$ cat src/sv/ulrb_pkg.sv
package ulrb_pkg;

    localparam int RX_DEPTH    = 256;
    localparam int PTR_W       = $clog2(RX_DEPTH);
    localparam int AT_BUF_SIZE = 64;
    localparam int FILL_W      = $clog2(AT_BUF_SIZE);
    localparam int LINE_MAX    = 64;
    localparam int LEN_W       = 6;
    localparam int IDLE_W      = 17;
    localparam int TIMEOUT_W   = 16;

    localparam logic [IDLE_W-1:0]    IDLE_MAX      = {IDLE_W{1'b1}};
    localparam logic [TIMEOUT_W-1:0] TIMEOUT_RESET = 16'd5000;

    localparam logic [7:0] CH_LF = 8'h0A;
    localparam logic [7:0] CH_CR = 8'h0D;
    localparam logic [7:0] CH_O  = 8'h4F;
    localparam logic [7:0] CH_K  = 8'h4B;
    localparam logic [7:0] CH_E  = 8'h45;
    localparam logic [7:0] CH_R  = 8'h52;

    typedef enum logic [1:0] {
        FUNC_BYTE = 2'd0,
        FUNC_READ = 2'd1,
        FUNC_TICK = 2'd2,
        FUNC_NOP  = 2'd3
    } func_t;

    typedef enum logic [1:0] {
        AT_NONE = 2'd0,
        AT_OK   = 2'd1,
        AT_ERR  = 2'd2,
        AT_NL   = 2'd3
    } at_end_t;

    typedef struct packed {
        logic       go;
        func_t      func;
        logic [7:0] rx_byte;
    } link_ev_t;

    typedef struct packed {
        logic    done;
        at_end_t endc;
        logic    connected;
    } link_stat_t;

    typedef struct packed {
        logic             wr;
        logic [7:0]       wdata;
        logic             start;
        logic [LEN_W-1:0] limit;
        logic             take;
    } line_cmd_t;

    typedef struct packed {
        logic             valid;
        logic             last;
        logic [7:0]       data;
        logic             found;
        logic [LEN_W-1:0] length;
    } line_res_t;

endpackage

$ cat src/sv/ulrb_link.sv
module ulrb_link
    import ulrb_pkg::*;
(
    input  logic                 clk,
    input  logic                 rst_n,
    input  link_ev_t             ev,
    input  logic                 cfg_we,
    input  logic [TIMEOUT_W-1:0] cfg_data,
    output link_stat_t           stat
);

    logic [TIMEOUT_W-1:0] timeout_reg;
    logic [IDLE_W-1:0]    idle_reg, idle_next;
    logic                 link_reg, link_next, link_base;
    logic [FILL_W-1:0]    fill_reg, fill_next, fill_inc;
    logic [15:0]          recent_reg, recent_next;
    logic                 done_reg, done_next;
    at_end_t              endc_reg, endc_next;

    always_comb
    begin
        idle_next   = idle_reg;
        fill_next   = fill_reg;
        recent_next = recent_reg;
        done_next   = done_reg;
        endc_next   = endc_reg;
        link_base   = link_reg;
        link_next   = link_reg;
        fill_inc    = fill_reg + 1'b1;
        if (ev.go)
        begin
            done_next = 1'b0;
            endc_next = AT_NONE;
            case (ev.func)
                FUNC_BYTE:
                begin
                    idle_next = '0;
                    link_base = 1'b1;
                    if (fill_reg < FILL_W'(AT_BUF_SIZE - 1))
                    begin
                        fill_next = fill_inc;
                        if (fill_inc >= FILL_W'(2) && recent_reg[7:0] == CH_O && ev.rx_byte == CH_K)
                            endc_next = AT_OK;
                        else if (fill_inc >= FILL_W'(3) && recent_reg[15:8] == CH_E
                                 && recent_reg[7:0] == CH_R && ev.rx_byte == CH_R)
                            endc_next = AT_ERR;
                        else if (ev.rx_byte == CH_LF)
                            endc_next = AT_NL;
                        if (endc_next != AT_NONE)
                        begin
                            fill_next = '0;
                            done_next = 1'b1;
                        end
                        recent_next = {recent_reg[7:0], ev.rx_byte};
                    end
                    else
                        fill_next = '0;
                end
                FUNC_TICK:
                begin
                    if (idle_reg < IDLE_MAX)
                        idle_next = idle_reg + 1'b1;
                end
                default:
                begin
                end
            endcase
            link_next = (idle_next > IDLE_W'(timeout_reg)) ? 1'b0 : link_base;
        end
    end

    always_ff @(posedge clk or negedge rst_n)
    begin
        if (!rst_n)
        begin
            timeout_reg <= TIMEOUT_RESET;
            idle_reg    <= '0;
            link_reg    <= 1'b0;
            fill_reg    <= '0;
            recent_reg  <= '0;
            done_reg    <= 1'b0;
            endc_reg    <= AT_NONE;
        end
        else
        begin
            if (cfg_we)
                timeout_reg <= cfg_data;
            idle_reg   <= idle_next;
            link_reg   <= link_next;
            fill_reg   <= fill_next;
            recent_reg <= recent_next;
            done_reg   <= done_next;
            endc_reg   <= endc_next;
        end
    end

    assign stat.done      = done_reg;
    assign stat.endc      = endc_reg;
    assign stat.connected = link_reg;

endmodule

$ cat src/sv/ulrb_line.sv
module ulrb_line
    import ulrb_pkg::*;
(
    input  logic       clk,
    input  logic       rst_n,
    input  line_cmd_t  cmd,
    output line_res_t  res,
    output logic [7:0] bytes_avail
);

    typedef enum logic [3:0] {
        L_IDLE  = 4'b0001,
        L_SCAN  = 4'b0010,
        L_EMIT  = 4'b0100,
        L_FINAL = 4'b1000
    } lstate_t;

    lstate_t          state_reg, state_next;
    logic [PTR_W-1:0] wptr_reg, wptr_next;
    logic [PTR_W-1:0] rptr_reg, rptr_next;
    logic [PTR_W-1:0] base_reg, base_next;
    logic [PTR_W-1:0] addr_reg, addr_next;
    logic [PTR_W-1:0] left_reg, left_next;
    logic             qv_reg, qv_next;
    logic [LEN_W-1:0] cnt_reg, cnt_next;
    logic [LEN_W-1:0] emit_reg, emit_next;
    logic [LEN_W-1:0] limit_reg, limit_next;
    logic             found_reg, found_next;

    logic [7:0]       mem [RX_DEPTH];
    logic [7:0]       mem_q;
    logic             rd_en;
    logic [PTR_W-1:0] held;
    logic [12:0]      held_wide;
    logic             is_nl, chr_ok, consume;

    assign held      = wptr_reg - rptr_reg;
    assign held_wide = 13'(held);
    assign is_nl     = qv_reg && mem_q == CH_LF;
    assign chr_ok    = qv_reg && mem_q != CH_CR;
    assign consume   = qv_reg && (mem_q == CH_CR || cmd.take);

    always_comb
    begin
        state_next = state_reg;
        wptr_next  = wptr_reg;
        rptr_next  = rptr_reg;
        base_next  = base_reg;
        addr_next  = addr_reg;
        left_next  = left_reg;
        qv_next    = qv_reg;
        cnt_next   = cnt_reg;
        emit_next  = emit_reg;
        limit_next = limit_reg;
        found_next = found_reg;
        rd_en      = 1'b0;
        if (cmd.wr)
            wptr_next = wptr_reg + 1'b1;
        unique case (state_reg)
            L_IDLE:
            begin
                if (cmd.start)
                begin
                    base_next  = rptr_reg;
                    addr_next  = rptr_reg;
                    left_next  = held;
                    qv_next    = 1'b0;
                    cnt_next   = '0;
                    emit_next  = '0;
                    limit_next = cmd.limit;
                    found_next = 1'b0;
                    state_next = L_SCAN;
                end
            end
            L_SCAN:
            begin
                if (is_nl)
                begin
                    // first newline sits at addr_reg - 1; the line always ends past it
                    found_next = 1'b1;
                    rptr_next  = addr_reg;
                    addr_next  = base_reg;
                    qv_next    = 1'b0;
                    state_next = (cnt_reg == '0) ? L_FINAL : L_EMIT;
                end
                else
                begin
                    if (chr_ok && cnt_reg < limit_reg)
                        cnt_next = cnt_reg + 1'b1;
                    if (left_reg != '0)
                    begin
                        rd_en     = 1'b1;
                        addr_next = addr_reg + 1'b1;
                        left_next = left_reg - 1'b1;
                        qv_next   = 1'b1;
                    end
                    else
                    begin
                        qv_next = 1'b0;
                        if (!qv_reg)
                        begin
                            cnt_next   = '0;
                            state_next = L_FINAL;
                        end
                    end
                end
            end
            L_EMIT:
            begin
                if (chr_ok && cmd.take)
                begin
                    emit_next = emit_reg + 1'b1;
                    if (emit_next == cnt_reg)
                        state_next = L_FINAL;
                end
                if (!qv_reg || consume)
                begin
                    rd_en     = 1'b1;
                    addr_next = addr_reg + 1'b1;
                    qv_next   = 1'b1;
                end
            end
            L_FINAL:
            begin
                if (cmd.take)
                    state_next = L_IDLE;
            end
            default:
                state_next = L_IDLE;
        endcase
    end

    always_ff @(posedge clk)
    begin
        if (cmd.wr)
            mem[wptr_reg] <= cmd.wdata;
        if (rd_en)
            mem_q <= mem[addr_reg];
    end

    always_ff @(posedge clk or negedge rst_n)
    begin
        if (!rst_n)
        begin
            state_reg <= L_IDLE;
            wptr_reg  <= '0;
            rptr_reg  <= '0;
            qv_reg    <= 1'b0;
            cnt_reg   <= '0;
            emit_reg  <= '0;
            found_reg <= 1'b0;
        end
        else
        begin
            state_reg <= state_next;
            wptr_reg  <= wptr_next;
            rptr_reg  <= rptr_next;
            qv_reg    <= qv_next;
            cnt_reg   <= cnt_next;
            emit_reg  <= emit_next;
            found_reg <= found_next;
        end
    end

    always_ff @(posedge clk)
    begin
        base_reg  <= base_next;
        addr_reg  <= addr_next;
        left_reg  <= left_next;
        limit_reg <= limit_next;
    end

    assign res.valid  = (state_reg == L_EMIT && chr_ok) || state_reg == L_FINAL;
    assign res.last   = (state_reg == L_FINAL);
    assign res.data   = (state_reg == L_EMIT) ? mem_q : 8'h00;
    assign res.found  = found_reg;
    assign res.length = cnt_reg;

    assign bytes_avail = (held_wide > 13'd255) ? 8'hFF : held_wide[7:0];

endmodule

$ cat src/sv/uart_line_receive_buffer_top.sv
// UART receive buffer with line reader, AT-response detector and link monitor.
// Input channel (in_valid / in_stall): func selects byte received, line read
// or millisecond tick; rx_byte and max_len ride along. Output channel
// (out_valid / out_stall) carries one result per transfer; last marks the
// final result of an item. Config channel (cfg_valid / cfg_ready, always
// ready) writes idle_timeout_ms; write it only while the block is idle.
// Byte, tick and no-op items: accepted in T_IDLE, then one result is loaded in
// T_RESP once the output is free; no new item is accepted before that.
// Line read: the ring store (256 x 8, one read port, registered read) is
// scanned one byte per cycle for a newline; then the line is read out again
// at one byte per cycle while out_stall is low, one result per character
// with CR bytes skipped, then the closing result.
// Reset clears pointers, AT detector, idle time and link state and sets the
// timeout to 5000 ms; the store contents are not cleared.
// out_stall holds the current result and the block stops producing; in_stall
// is high whenever an item is still in progress.
module uart_line_receive_buffer_top
    import ulrb_pkg::*;
(
    input  logic                 clk,
    input  logic                 rst_n,
    input  logic                 in_valid,
    output logic                 in_stall,
    input  logic [1:0]           func,
    input  logic [7:0]           rx_byte,
    input  logic [6:0]           max_len,
    output logic                 out_valid,
    input  logic                 out_stall,
    output logic                 char_valid,
    output logic [7:0]           line_char,
    output logic                 line_found,
    output logic [LEN_W-1:0]     line_length,
    output logic                 last,
    output logic                 at_response_done,
    output logic [1:0]           at_response_end,
    output logic                 connected,
    output logic [7:0]           bytes_available,
    input  logic                 cfg_valid,
    output logic                 cfg_ready,
    input  logic [TIMEOUT_W-1:0] idle_timeout_ms
);

    typedef enum logic [2:0] {
        T_IDLE = 3'b001,
        T_RESP = 3'b010,
        T_READ = 3'b100
    } tstate_t;

    tstate_t          state_reg, state_next;
    logic             out_valid_reg, out_valid_next;
    logic             char_valid_reg;
    logic [7:0]       line_char_reg;
    logic             line_found_reg;
    logic [LEN_W-1:0] line_length_reg;
    logic             last_reg;
    logic             done_reg;
    logic [1:0]       endc_reg;
    logic             connected_reg;
    logic [7:0]       avail_reg;

    logic             accept;
    logic             out_free;
    logic             load_resp, load_line;
    logic [LEN_W-1:0] limit;
    link_ev_t         ev;
    link_stat_t       stat;
    line_cmd_t        cmd;
    line_res_t        res;
    logic [7:0]       avail;

    assign in_stall  = (state_reg != T_IDLE);
    assign accept    = in_valid && !in_stall;
    assign out_free  = !out_valid_reg || !out_stall;
    assign cfg_ready = 1'b1;

    always_comb
    begin
        if (max_len == 7'd0)
            limit = '0;
        else if (max_len > 7'(LINE_MAX))
            limit = LEN_W'(LINE_MAX - 1);
        else
            limit = LEN_W'(max_len - 7'd1);
    end

    assign ev.go      = accept;
    assign ev.func    = func_t'(func);
    assign ev.rx_byte = rx_byte;

    assign cmd.wr    = accept && func_t'(func) == FUNC_BYTE;
    assign cmd.wdata = rx_byte;
    assign cmd.start = accept && func_t'(func) == FUNC_READ;
    assign cmd.limit = limit;
    assign cmd.take  = out_free && state_reg == T_READ;

    ulrb_link u_link (
        .clk      (clk),
        .rst_n    (rst_n),
        .ev       (ev),
        .cfg_we   (cfg_valid && cfg_ready),
        .cfg_data (idle_timeout_ms),
        .stat     (stat)
    );

    ulrb_line u_line (
        .clk         (clk),
        .rst_n       (rst_n),
        .cmd         (cmd),
        .res         (res),
        .bytes_avail (avail)
    );

    always_comb
    begin
        state_next     = state_reg;
        out_valid_next = out_valid_reg;
        load_resp      = 1'b0;
        load_line      = 1'b0;
        if (out_free)
            out_valid_next = 1'b0;
        unique case (state_reg)
            T_IDLE:
            begin
                if (accept)
                    state_next = (func_t'(func) == FUNC_READ) ? T_READ : T_RESP;
            end
            T_RESP:
            begin
                if (out_free)
                begin
                    load_resp      = 1'b1;
                    out_valid_next = 1'b1;
                    state_next     = T_IDLE;
                end
            end
            T_READ:
            begin
                if (out_free && res.valid)
                begin
                    load_line      = 1'b1;
                    out_valid_next = 1'b1;
                    if (res.last)
                        state_next = T_IDLE;
                end
            end
            default:
                state_next = T_IDLE;
        endcase
    end

    always_ff @(posedge clk or negedge rst_n)
    begin
        if (!rst_n)
        begin
            state_reg     <= T_IDLE;
            out_valid_reg <= 1'b0;
        end
        else
        begin
            state_reg     <= state_next;
            out_valid_reg <= out_valid_next;
        end
    end

    always_ff @(posedge clk)
    begin
        if (load_resp)
        begin
            char_valid_reg  <= 1'b0;
            line_char_reg   <= 8'h00;
            line_found_reg  <= 1'b0;
            line_length_reg <= '0;
            last_reg        <= 1'b1;
            done_reg        <= stat.done;
            endc_reg        <= stat.endc;
            connected_reg   <= stat.connected;
            avail_reg       <= avail;
        end
        else if (load_line)
        begin
            char_valid_reg  <= !res.last;
            line_char_reg   <= res.data;
            line_found_reg  <= res.found;
            line_length_reg <= res.length;
            last_reg        <= res.last;
            done_reg        <= 1'b0;
            endc_reg        <= AT_NONE;
            connected_reg   <= stat.connected;
            avail_reg       <= avail;
        end
    end

    assign out_valid        = out_valid_reg;
    assign char_valid       = char_valid_reg;
    assign line_char        = line_char_reg;
    assign line_found       = line_found_reg;
    assign line_length      = line_length_reg;
    assign last             = last_reg;
    assign at_response_done = done_reg;
    assign at_response_end  = endc_reg;
    assign connected        = connected_reg;
    assign bytes_available  = avail_reg;

endmodule

$ cat config.mk
export PLATFORM = sky130hd
export DESIGN_NAME = uart_line_receive_buffer_top
export DESIGN_NICKNAME = d
export VERILOG_FILES = /design/src/sv/ulrb_pkg.sv /design/src/sv/ulrb_link.sv /design/src/sv/ulrb_line.sv /design/src/sv/uart_line_receive_buffer_top.sv
export SDC_FILE = /design/constraint.sdc
export NUM_CORES = 2
export LEC_CHECK = 0
export BUFFER_PORTS_ARGS = -buffer_cell sky130_fd_sc_hd__buf_2
export CAP_MARGIN = 5
export CORE_UTILIZATION = 59
export CTS_CLUSTER_SIZE = 25
export DETAILED_ROUTE_END_ITERATION = 6
export PLACE_DENSITY_LB_ADDON = 0.1
export SYNTH_ARGS = -nofsm -noshare
export SYNTH_HDL_FRONTEND = slang
export SYNTH_SLANG_ARGS = --single-unit
$ cat constraint.sdc
create_clock -name clk -period 7.67 [get_ports clk]
set_clock_uncertainty 0.2 [all_clocks]
set_input_delay 0.767 -clock clk [delete_from_list [all_inputs] [get_ports clk]]
set_output_delay 0.767 -clock clk [all_outputs]
set_load 0.02 [all_outputs]
==> results.py <==
metrics = {
    "timing": {
        "finalSetupTns_ps": 0,
        "max_freq_mhz": 197,
        "fin_crit_ps": 5070,
        "rsz0062_at_grt": "no",
        "maxSlewViolCount": 0,
        "tightestPinTransition_ps": 1250,
        "hold_violations": 0,
        "finalSetupViolCount": 0,
        "timing.slew.headroom_pct": 16.6,
        "period_share_pct": 66.1,
    },
    "route": {
        "wl_met1_um": 92000,
        "ant_nets": 0,
        "wl_met2_um": 105000,
        "dr.pass1.iters": 7,
        "wl_met3_um": 26000,
        "routed_wirelength_um": 231000,
        "avgRoutedWirePerCell_um": 32.2,
        "drc_errors": 1,
        "top_layer": "met4",
        "post_drt_via_cell_ratio": 6.71,
        "drt_iter0_markers": 6016,
        "dr_total_vias": 48000,
    },
    "floorplanning": {
        "initial_core_util_pct": 59.6,
        "core_um2": 150000,
        "rows": 142,
        "num_io_pins": 70,
        "die_w_um": 391,
        "dieHeight_um": 391,
        "die_area_um2": 153000,
    },
    "yosys": {
        "syn_area_per_cell_um2": 18.5,
        "yosys-top-cells-area": "edfxtp_1 70%, mux4_2 7.6%, mux2i_1 4.3%",
        "yosysWarnings": 0,
        "yosys_register_bits": 2212,
        "synthDistinctLibCells": 95,
        "synth_top_cell_by_area": "edfxtp_1",
        "synth_edf_count": 2098,
        "synth_ff_type": "edfxtp_1",
        "synth.yosys.seq_area_share_pct": 73.5,
        "synth_async_sr_flop_share_pct": 4.39,
        "syn-num-nets": 4926,
        "yosysTopAreaCellShare_pct": 70.4,
        "synth_area_um2": 89500,
        "syn_inst": 4844,
    },
    "power": {
        "vdd_drop_max_v": 0.000297,
        "p_leak_nw": 32.0,
        "total_power_mw": 29.3,
        "p_per_area_nw_per_um2": 298,
    },
    "finish": {
        "final_cell_mix": "2098 x edfxtp_1, 381 x mux2i_1, 348 x nor2_1",
        "fin_nets": 5037,
        "largest_reg_flops": 2048,
        "drive_gt1_share_pct": 16.7,
        "nFillCells": 9996,
        "area_delta_synth_final_pct": 9.69,
        "final_common_cell": "edfxtp_1",
        "final_core_util_pct": 65.4,
    },
    "clock_network": {
        "clock_sinks": 2212,
        "clkTransAtPathRegs_ps": 60,
        "htree_levels": 4,
        "cts_setup_buffers": 0,
        "insertion_delay_ps": 850,
        "cts_hold_buf": 20,
        "cts_buffers": 210,
        "cts_resized": 0,
        "root_buffer": "clkbuf_16",
        "cts_tree": "done",
        "clockBufferDepth": 3,
    },
    "worst_setup_path": {
        "cp-end-kind": "flip-flop",
        "startpoint_type": "flip-flop",
        "crit_type": "flip-flop to flip-flop",
        "crit_arrival_ps": 5330,
        "ff2ff_path_depth": 6,
        "cp.depth": 6,
        "required_ps": 7940,
        "path_buf_inv": 0,
        "max_stage_delay_ps": 850,
        "crit_path_max_fanout": 16,
        "cp_common_cell": "nor2_1",
        "path_cells": "or3b_2 > nor2_1 > nand2_1 > nor3_1 > nand2_2 > nor2_1",
        "worst_path_max_delay_cell": "nor2_1",
        "critPathTopFamily": "simple AND/OR/NAND/NOR gates",
    },
    "grt": {
        "track_usage_pct": 30.5,
        "grt_overflow": 0,
        "antenna_found_initial": 5,
        "grt_pass1_wl_um": 331000,
        "grt_max_degree": 175,
        "first_global_vias": 46100,
    },
    "hold_path": {
        "worstHoldPathType": "primary input to flip-flop",
        "min_path_cells": 2,
    },
    "place": {
        "port_buffers": 68,
        "gp_congestion": 0.896,
        "dp_hpwl_um": 140000,
    },
    "flow_run": {
        "drv_cap": 0,
    },
    "status": {
        "outcome": "complete, but fails checks",
        "violations": "design-rule violations",
    },
}
==> final timing paths <==
path                       slack (ps)                                 to                      from
max                              2600       u_line.mem[162][0]$_DFFE_PP_  state_reg[0]$_DFFE_PN1P_
min                                60  u_line.limit_reg[0]$_SDFFCE_PN0P_                max_len[0]
max reg2reg                      2600       u_line.mem[162][0]$_DFFE_PP_  state_reg[0]$_DFFE_PN1P_
min reg2reg                       250                  last$_SDFFE_PP1P_         last$_SDFFE_PP1P_
max in group asynchronous        5780     u_line.emit_reg[0]$_DFFE_PN0P_                     rst_n
min in group asynchronous         230  u_link.timeout_reg[0]$_DFFE_PN0P_                     rst_n
==> per-stage QoR <==
stage	setup slack, ps	area [um2]	cells	hold slack (ps)
2_1_floorplan	4400	89500	4844	225
3_3_place_gp	2740	91200	6739	234
3_5_place_dp	2680	91200	6739	244
4_1_cts	2630	98100	7150	11.3
5_1_grt	2360	98100	7150	49.3
6_report	2600	98100	7151	64.8
==> worst reg2reg max path, delay by kind of cell (launching register included) <==
kind             cells  cell delay (ps)
and+or+nand+nor      6             3890
DFF                  1              600
==> report_power, final <==
part | switching (mW) | total, mW | internal [mW]
Sequential | 0.199 | 13.6 | 13.4
Clock | 4.50 | 10.2 | 5.69
Combinational | 3.42 | 5.44 | 2.02
==> cells by family after synthesis <==
kind of cell | Yosys count | synth area share (%)
flip-flops | 2212 | 73.5
AND/OR/NAND/NOR | 842 | 4.43
multiplexers | 762 | 13.6
AO/OA/AOI/OAI | 595 | 4.74
buffers and inverters | 332 | 2.58
XOR/XNOR | 56 | 0.548
adder cells (fa/ha/maj) | 44 | 0.624
other | 1 | 0.00419
==> cell usage after synthesis, types with 43 or more instances <==
cell type	instances
mux4_1	43
o221ai_1	134
mux4_2	300
clkbuf_1	115
o21ai_0	103
inv_1	49
nor3_1	99
dfrtp_1	90
a21oi_1	95
nor2_1	349
ha_1	43
edfxtp_1	2098
o22ai_1	91
nand2_1	173
mux2i_1	381
buf_2	55
==> layout make-up <==
type	count	area [um2]	area share, %
diodes	1	2.50	0.00255
clock buffers	265	5520	5.63
clock inverters	126	1220	1.24
inverters	50	193	0.196
multi-input cells	2300	21400	21.8
flip-flops and latches	2212	65800	67.0
well taps	2016	2520	2.57
repair buffers	181	1460	1.49
==> metal layers <==
metal	GRT usage, %	vias to the layer above
met3	7.08	411
met4	9.18	0
met5	0	-
li1	-	20000
met2	45.6	2923
met1	44.9	24700
Note: power is estimated with default switching activity, not from simulation.
